--- src/rtl/core/ist_pkg.sv ---
// shared types and codes for the indexed sequence table
package ist_pkg;

  localparam int unsigned WordW  = 32;
  localparam int unsigned KindW  = 3;
  localparam int unsigned PosW   = 4;
  localparam int unsigned OutPosW = 5;
  localparam int unsigned OutCntW = 5;

  typedef enum logic [KindW-1:0] {
    KIND_APPEND = 3'd0,
    KIND_INSERT = 3'd1,
    KIND_REMOVE = 3'd2,
    KIND_FIND   = 3'd3,
    KIND_GET    = 3'd4
  } kind_e;

  typedef enum logic [1:0] {
    ST_IDLE,
    ST_SCAN,
    ST_DONE
  } state_e;

  typedef struct packed {
    logic [PosW-1:0]         position;
    logic signed [WordW-1:0] value;
    logic [KindW-1:0]        kind;
  } req_t;

  typedef struct packed {
    logic [OutCntW-1:0]        count;
    logic signed [WordW-1:0]   read_value;
    logic signed [OutPosW-1:0] found_position;
    logic                      ok;
  } res_t;

endpackage

--- src/rtl/core/ist_ram.sv ---
// element store: one write port, one registered read port
module ist_ram #(
  parameter int unsigned Depth = 16,
  parameter int unsigned AddrW = 4
) (
  input  logic                          clk_i,
  input  logic                          we_i,
  input  logic [AddrW-1:0]              waddr_i,
  input  logic [ist_pkg::WordW-1:0]     wdata_i,
  input  logic                          re_i,
  input  logic [AddrW-1:0]              raddr_i,
  output logic [ist_pkg::WordW-1:0]     rdata_o
);

  logic [ist_pkg::WordW-1:0] mem_q [Depth];
  logic [ist_pkg::WordW-1:0] rdata_q;

  always_ff @(posedge clk_i) begin
    if (we_i) begin
      mem_q[waddr_i] <= wdata_i;
    end
  end

  always_ff @(posedge clk_i) begin
    if (re_i) begin
      rdata_q <= mem_q[raddr_i];
    end
  end

  assign rdata_o = rdata_q;

endmodule

--- src/rtl/core/ist_seq.sv ---
// request sequencer: walks the store one entry a cycle with one compare unit
module ist_seq #(
  parameter int unsigned Capacity = 16
) (
  input  logic          clk_i,
  input  logic          rst_ni,
  input  logic          req_valid_i,
  output logic          req_ready_o,
  input  ist_pkg::req_t req_i,
  output logic          res_valid_o,
  input  logic          res_ready_i,
  output ist_pkg::res_t res_o
);

  localparam int unsigned AW = (Capacity > 1) ? $clog2(Capacity) : 1;
  localparam int unsigned CW = $clog2(Capacity + 1);
  localparam int unsigned XW = ((CW > ist_pkg::PosW) ? CW : ist_pkg::PosW) + 1;
  localparam logic [CW-1:0] OneC = CW'(1);

  ist_pkg::state_e state_q, state_d;
  ist_pkg::kind_e  kind_q, kind_d, req_kind;
  logic [ist_pkg::WordW-1:0] value_q, value_d;
  logic [CW-1:0] pos_q, pos_d;
  logic [CW-1:0] idx_q, idx_d;
  logic [CW-1:0] paddr_q, paddr_d;
  logic [CW-1:0] count_q, count_d;
  logic          issue_q, issue_d;
  logic          pend_q, pend_d;
  logic          ok_q, ok_d;
  logic [ist_pkg::OutPosW-1:0] found_q, found_d;
  logic [ist_pkg::WordW-1:0]   rd_q, rd_d;

  logic [XW-1:0] posx, cntx, paddrx;
  logic [CW-1:0] pos_cw, pos_inc, idx_inc, paddr_inc, paddr_dec;
  logic          full, pos_in, hit;

  logic                      we, re;
  logic [AW-1:0]             waddr, raddr;
  logic [ist_pkg::WordW-1:0] wdata, rdata;

  assign req_kind  = ist_pkg::kind_e'(req_i.kind);
  assign posx      = {{(XW-ist_pkg::PosW){1'b0}}, req_i.position};
  assign cntx      = {{(XW-CW){1'b0}}, count_q};
  assign paddrx    = {{(XW-CW){1'b0}}, paddr_q};
  assign pos_cw    = posx[CW-1:0];
  assign pos_inc   = pos_cw + OneC;
  assign idx_inc   = idx_q + OneC;
  assign paddr_inc = paddr_q + OneC;
  assign paddr_dec = paddr_q - OneC;
  assign full      = (count_q == CW'(Capacity));
  assign pos_in    = (posx < cntx);
  assign hit       = (rdata == value_q);

  ist_ram #(
    .Depth (Capacity),
    .AddrW (AW)
  ) u_ram (
    .clk_i   (clk_i),
    .we_i    (we),
    .waddr_i (waddr),
    .wdata_i (wdata),
    .re_i    (re),
    .raddr_i (raddr),
    .rdata_o (rdata)
  );

  always_ff @(posedge clk_i or negedge rst_ni) begin
    if (!rst_ni) begin
      state_q <= ist_pkg::ST_IDLE;
      count_q <= '0;
      issue_q <= 1'b0;
      pend_q  <= 1'b0;
    end else begin
      state_q <= state_d;
      count_q <= count_d;
      issue_q <= issue_d;
      pend_q  <= pend_d;
    end
  end

  always_ff @(posedge clk_i) begin
    kind_q  <= kind_d;
    value_q <= value_d;
    pos_q   <= pos_d;
    idx_q   <= idx_d;
    paddr_q <= paddr_d;
    ok_q    <= ok_d;
    found_q <= found_d;
    rd_q    <= rd_d;
  end

  always_comb begin
    state_d = state_q;
    kind_d  = kind_q;
    value_d = value_q;
    pos_d   = pos_q;
    idx_d   = idx_q;
    paddr_d = paddr_q;
    count_d = count_q;
    issue_d = issue_q;
    pend_d  = pend_q;
    ok_d    = ok_q;
    found_d = found_q;
    rd_d    = rd_q;
    we      = 1'b0;
    waddr   = count_q[AW-1:0];
    wdata   = req_i.value;
    re      = 1'b0;
    raddr   = idx_q[AW-1:0];
    req_ready_o = 1'b0;
    res_valid_o = 1'b0;
    unique case (state_q)
      ist_pkg::ST_IDLE: begin
        req_ready_o = 1'b1;
        if (req_valid_i) begin
          kind_d  = req_kind;
          value_d = req_i.value;
          pos_d   = pos_cw;
          ok_d    = 1'b0;
          found_d = '1;
          rd_d    = '1;
          pend_d  = 1'b0;
          issue_d = 1'b0;
          state_d = ist_pkg::ST_DONE;
          unique case (req_kind)
            ist_pkg::KIND_APPEND: begin
              if (!full) begin
                we      = 1'b1;
                count_d = count_q + OneC;
                ok_d    = 1'b1;
              end
            end
            ist_pkg::KIND_INSERT: begin
              if (pos_in && !full) begin
                idx_d   = count_q - OneC;
                issue_d = 1'b1;
                state_d = ist_pkg::ST_SCAN;
              end
            end
            ist_pkg::KIND_REMOVE: begin
              if (pos_in) begin
                idx_d   = pos_inc;
                issue_d = (pos_inc < count_q);
                state_d = ist_pkg::ST_SCAN;
              end
            end
            ist_pkg::KIND_FIND: begin
              idx_d   = '0;
              issue_d = (count_q != '0);
              state_d = ist_pkg::ST_SCAN;
            end
            ist_pkg::KIND_GET: begin
              if (pos_in) begin
                idx_d   = pos_cw;
                issue_d = 1'b1;
                state_d = ist_pkg::ST_SCAN;
              end
            end
            default: ;
          endcase
        end
      end
      ist_pkg::ST_SCAN: begin
        re = issue_q;
        if (issue_q) begin
          pend_d  = 1'b1;
          paddr_d = idx_q;
          unique case (kind_q)
            ist_pkg::KIND_INSERT: begin
              idx_d   = idx_q - OneC;
              issue_d = (idx_q != pos_q);
            end
            ist_pkg::KIND_GET: begin
              issue_d = 1'b0;
            end
            default: begin
              idx_d   = idx_inc;
              issue_d = (idx_inc < count_q);
            end
          endcase
        end else begin
          pend_d = 1'b0;
        end
        if (pend_q) begin
          unique case (kind_q)
            ist_pkg::KIND_INSERT: begin
              we    = 1'b1;
              waddr = paddr_inc[AW-1:0];
              wdata = rdata;
            end
            ist_pkg::KIND_REMOVE: begin
              we    = 1'b1;
              waddr = paddr_dec[AW-1:0];
              wdata = rdata;
            end
            ist_pkg::KIND_FIND: begin
              if (hit) begin
                ok_d    = 1'b1;
                found_d = paddrx[ist_pkg::OutPosW-1:0];
                issue_d = 1'b0;
                pend_d  = 1'b0;
                state_d = ist_pkg::ST_DONE;
              end
            end
            ist_pkg::KIND_GET: begin
              ok_d    = 1'b1;
              rd_d    = rdata;
              pend_d  = 1'b0;
              state_d = ist_pkg::ST_DONE;
            end
            default: ;
          endcase
        end
        if (!issue_q && !pend_q) begin
          state_d = ist_pkg::ST_DONE;
          unique case (kind_q)
            ist_pkg::KIND_INSERT: begin
              we      = 1'b1;
              waddr   = pos_q[AW-1:0];
              wdata   = value_q;
              count_d = count_q + OneC;
              ok_d    = 1'b1;
            end
            ist_pkg::KIND_REMOVE: begin
              count_d = count_q - OneC;
              ok_d    = 1'b1;
            end
            default: ;
          endcase
        end
      end
      ist_pkg::ST_DONE: begin
        res_valid_o = 1'b1;
        if (res_ready_i) begin
          state_d = ist_pkg::ST_IDLE;
        end
      end
      default: begin
        state_d = ist_pkg::ST_IDLE;
      end
    endcase
  end

  assign res_o.ok             = ok_q;
  assign res_o.found_position = found_q;
  assign res_o.read_value     = rd_q;
  assign res_o.count          = cntx[ist_pkg::OutCntW-1:0];

endmodule

--- src/rtl/core/indexed_sequence_table.sv ---
// indexed sequence table top level with output register
//
// channel   dir  beat fields (lsb first)
// s_axis    in   kind[2:0] value[34:3] position[38:35]
// m_axis    out  ok[0] found_position[5:1] read_value[37:6] count[42:38]
//
// append, unused kinds and refused insert, remove, get: no store read before the result
// get: one read; find: reads from entry 0 up to a match, none on an empty table
// insert: moves position..last up one; remove: moves the rest down, none for the last
// scans read one store word a cycle feeding one compare
// reset clears the count; stored words are undefined until written
// s_axis_tready is low from accept until the result moves to the output register
module indexed_sequence_table #(
  parameter int unsigned CAPACITY = 16
) (
  input  logic        clk_i,
  input  logic        rst_ni,
  input  logic        s_axis_tvalid,
  output logic        s_axis_tready,
  input  logic [39:0] s_axis_tdata,   // kind, value, position
  output logic        m_axis_tvalid,
  input  logic        m_axis_tready,
  output logic [47:0] m_axis_tdata    // ok, found_position, read_value, count
);

  ist_pkg::req_t req;
  ist_pkg::res_t res, out_res_q;
  logic          res_valid, res_ready;
  logic          out_valid_q, out_valid_d;

  assign req.kind     = s_axis_tdata[2:0];
  assign req.value    = s_axis_tdata[34:3];
  assign req.position = s_axis_tdata[38:35];

  ist_seq #(
    .Capacity (CAPACITY)
  ) u_seq (
    .clk_i       (clk_i),
    .rst_ni      (rst_ni),
    .req_valid_i (s_axis_tvalid),
    .req_ready_o (s_axis_tready),
    .req_i       (req),
    .res_valid_o (res_valid),
    .res_ready_i (res_ready),
    .res_o       (res)
  );

  assign res_ready = !out_valid_q || m_axis_tready;

  always_comb begin
    out_valid_d = out_valid_q;
    if (res_valid && res_ready) begin
      out_valid_d = 1'b1;
    end else if (m_axis_tready) begin
      out_valid_d = 1'b0;
    end
  end

  always_ff @(posedge clk_i or negedge rst_ni) begin
    if (!rst_ni) begin
      out_valid_q <= 1'b0;
    end else begin
      out_valid_q <= out_valid_d;
    end
  end

  always_ff @(posedge clk_i) begin
    if (res_valid && res_ready) begin
      out_res_q <= res;
    end
  end

  assign m_axis_tvalid = out_valid_q;
  assign m_axis_tdata  = {5'b0, out_res_q};

`ifndef ASSERT_OFF
  a_busy_after_accept: assert property (@(posedge clk_i) disable iff (!rst_ni)
    (s_axis_tvalid && s_axis_tready) |=> !s_axis_tready)
    else $error("input accepted while a request is in flight");

  a_fail_read_value: assert property (@(posedge clk_i) disable iff (!rst_ni)
    (m_axis_tvalid && !m_axis_tdata[0]) |-> (m_axis_tdata[37:6] == 32'hffff_ffff))
    else $error("failed request carries a read value");

  a_fail_found: assert property (@(posedge clk_i) disable iff (!rst_ni)
    (m_axis_tvalid && !m_axis_tdata[0]) |-> (m_axis_tdata[5:1] == 5'h1f))
    else $error("failed request carries a found position");
`endif

endmodule

--- config.mk ---
export PLATFORM = sky130hd
export DESIGN_NAME = indexed_sequence_table
export DESIGN_NICKNAME = d
export VERILOG_FILES = /design/src/rtl/core/ist_pkg.sv /design/src/rtl/core/ist_ram.sv /design/src/rtl/core/ist_seq.sv /design/src/rtl/core/indexed_sequence_table.sv
export SDC_FILE = /design/constraint.sdc
export NUM_CORES = 1
export LEC_CHECK = 0
export ABC_AREA = 1
export BUFFER_PORTS_ARGS = -buffer_cell sky130_fd_sc_hd__buf_2
export CAP_MARGIN = 20
export CORE_MARGIN = 2
export CORE_UTILIZATION = 60
export DETAILED_ROUTE_END_ITERATION = 16
export HOLD_SLACK_MARGIN = 0.12
export PLACE_DENSITY = 0.79
export SETUP_SLACK_MARGIN = 0.15
export SKIP_LAST_GASP = 1
export SLEW_MARGIN = 20
export SYNTH_ARGS = -nofsm -noshare
export SYNTH_HDL_FRONTEND = slang
export SYNTH_SLANG_ARGS = --single-unit
--- constraint.sdc ---
create_clock -name clk_i -period 11.64 [get_ports clk_i]
set_input_delay 1.746 -clock clk_i [delete_from_list [all_inputs] [get_ports clk_i]]
set_output_delay 1.746 -clock clk_i [all_outputs]
set_load 0.02 [all_outputs]
==> summary.md <==
| Metric | Value |
|---|---|
| Status | `complete, no violations` |
| Cells after DPL | `2,791` |
| Share of layout cells above drive strength 1 | `12.3%` |
| Cell Area, Synth | `27,700 µm²` |
| RSZ-0062 raised after global routing | `false` |
| Routed wire length | `67,600 µm` |
| Antenna violations before repair | `3` |
| Vias per cell | `6.34` |
| Crit. End Element | `flip-flop` |
| Peak supply drop | `0.000252 V` |
| Clock sink total | `684` |
| Power density cells | `209 nW/µm²` |
| Nature of the critical path startpoint | `flip-flop` |
| Hold Violations, Final | `0` |
| N_diodes | `0` |
| Final Util | `67.8%` |
| Number of synthesized register bits | `684` |
| Reg clk slew, reported paths | `60 ps` |
| Post-synthesis mux area share | `0%` |
| All-layer global routing usage | `28.6%` |
| Number of max-cap violations | `0` |
| Die area | `47,800 µm²` |
| Total Power | `6450 µW` |
| Num CTS Buffers | `66` |
| Vias in the first global route | `18,000` |
| Largest net degree at the start of global routing | `113` |
| Post-Synth Simple-Gate Area | `9.50%` |
| Post-synthesis adder-cell area fraction | `0.814%` |
| Post-synth top flop | `edfxtp_1` |
| Least-Margin Pin Slew | `1140 ps` |
| Global-route wire length before repair | `102,000 µm` |
| Critical Path RT | `11,900 ps` |
| Final min period | `4220 ps` |
| Slew HR | `23.6%` |
| TritonRoute pass-1 iters | `6` |
| Port Buffers | `87` |
| DIE HEIGHT | `219 µm` |
| Largest family of logic cells by synthesized area | `compound AO/OA/AOI/OAI gates` |
| Starting Density | `60.8%` |
| Row cnt | `78` |
| H-tree levels | `3` |
| RePlAce Congestion | `0.884` |
| Worst hold path type | `flip-flop to flip-flop` |
| Post-Synth XOR/XNOR Area | `0.823%` |
| FF-to-FF setup slack | `7420 ps` |
| Clock root cell | `clkbuf_16` |
| Crit path arrival time | `4470 ps` |
| Post_cts resized | `0` |
| Post-synth EDFFs | `674` |
| DRC | `0` |
| Synth cell types | `37` |
| # hold bufs at CTS | `0` |
| Core Area | `45,500 µm²` |
| Finished Layout Cells | `2,906` |
| Ys Warns | `0` |
| Antenna Nets Post-Route | `0` |
| Setup_tns | `0 ps` |
| Compound-Gate Fraction of Synth Area | `11.5%` |
| Slew Limit Fails | `0` |
| Sequential-to-total area share from yosys stat | `74.1%` |
| P_leak | `0.0103 µW` |
| Cells after Synth | `2,191` |
| Via count | `18,400` |
| CP max FO | `37` |
| Boundary pin count | `94` |
| CTS tree | `built` |
| Nets@finish | `2,321` |
| Syn avg cell area | `12.6 µm²` |
| Setup CP Type | `flip-flop to flip-flop` |
| WL/cell | `23.2 µm` |
| Clock Skews | `25.8 ps` |
| Setup Fix Bufs, Post-CTS | `0` |
| HPWL after DPL | `37,400 µm` |
| Chip width | `219 µm` |
| Setup violators final | `0` |
| Tcrit/Tclk final | `36.2%` |
| Grt ovf | `0` |
| Synthesis-to-layout area growth | `11.4%` |
| DRT iter0 DRCs | `2,844` |
| WHS | `419 ps` |
| CTS Buffer Depth | `3` |
| F_max | `0.237 GHz` |
| Clk Latency, worst-skew pair | `620 ps` |
| Post-synth ARST share | `1.46%` |
[critical path, stage by stage (launching register included)]
cell and delay, ps:
edfxtp_1 440, inv_1 120, nand3_1 210, nand2_1 180, nand2_2 470, a21oi_4 300, buf_4 400, nor2_1 90
nor2_2 190, nand3_1 370, nor2_4 600, buf_4 470
[layout by cell type (no fill, tap or decap), drive strengths merged, types with 3 or more instances in the layout]
| cell | Yosys | layout |
|---|---|---|
| a21oi | 32 | 32 |
| nor2 | 426 | 426 |
| xnor2 | 14 | 14 |
| ha | 18 | 18 |
| o211ai | 5 | 5 |
| nand2 | 176 | 176 |
| xor2 | 12 | 12 |
| or2 | 17 | 17 |
| dfrtp | 10 | 10 |
| nand4 | 8 | 8 |
| nand3 | 34 | 34 |
| buf | 33 | 124 |
| o21ai | 331 | 331 |
| o22ai | 186 | 186 |
| clkbuf | 95 | 83 |
| inv | 98 | 101 |
| clkinv | 1 | 27 |
| a22oi | 9 | 9 |
| conb | 1 | 5 |
| edfxtp | 674 | 674 |
| bufinv | 0 | 3 |
[metal layers]
| metal | GRT usage, % | part of all wire, % | vias up |
|---|---|---|---|
| li1 | - | - | 8107 |
| met1 | 39.9 | 38 | 8941 |
| met2 | 44.9 | 47 | 1194 |
| met3 | 5.22 | 12 | 171 |
| met4 | 11.9 | 3.4 | 2 |
| met5 | 0 | 0.019 | - |
[worst paths after layout]
kind / start / to / cells after the start
hold / removal: u_seq.rd_q[27] / m_axis_tdata[33] / 0
min in group asynchronous: rst_ni / u_seq.state_q[1] / 1
hold reg to reg: u_seq.rd_q[27] / m_axis_tdata[33] / 0
setup / recovery: u_seq.kind_q[0] / u_seq.u_ram.mem_q[1][17] / 11
max in group asynchronous: rst_ni / m_axis_tvalid / 1
setup reg to reg: u_seq.kind_q[0] / u_seq.u_ram.mem_q[1][17] / 11
[cells in the mapped netlist (all sizes together) (5+ instances only)]
cell type	instances	area, µm²
ha	18	225
o211ai	5	37.5
nand3	34	175
nand4	8	50.1
nand2	176	668
buf	33	183
or2	17	106
xor2	12	105
dfrtp	10	250
xnor2	14	123
a21oi	32	171
nor2	426	1610
o22ai	186	1160
edfxtp	674	20200
a22oi	9	67.6
o21ai	331	1660
clkbuf	95	357
inv	98	368
[logic make-up after synthesis]
logic type / count (synthesis)
buf+inv: 227
compound gates: 571
xor+xnor: 26
simple gates: 664
flops: 684
other cells: 1
fa+ha+maj: 18
[area by class of cell]
type                            count  area (µm²)
Clock inverter                     32         273
Inverter                           99         377
Tap cell                          600         751
Fill cell                        2881       14700
Clock buffer                       83        1760
Sequential cell                   684       20500
Multi-Input combinational cell   1284        6440
Timing Repair Buffer              124         729
[sequential cells by signal, summed over array words and instances (netlist names), 2 cells and up]
name                 count
u_seq.rd_q              32
u_seq.state_q            2
u_seq.kind_q             3
u_seq.count_q            5
u_seq.found_q            5
u_seq.idx_q              5
u_seq.pos_q              4
u_seq.u_ram.mem_q      512
u_seq.paddr_q            5
m_axis_tdata            43
u_seq.u_ram.rdata_o     32
u_seq.value_q           32
[power by group]
| group | leakage (µW) | internal [µW] | switching (µW) |
|---|---|---|---|
| sequential | 0.00608 | 2910 | 70.4 |
| combinational | 0.00320 | 398 | 1040 |
| clock | 0.00100 | 1140 | 890 |
[per-stage QoR]
stage / area (µm²) / worst slack (ps)
after global routing: 30800 / 7260
after detailed placement: 28800 / 7010
after global placement: 28700 / 7100
after CTS: 30800 / 7500
final: 30800 / 7420
after floorplan: 27700 / 6730
(Power assumes the default switching activity.)
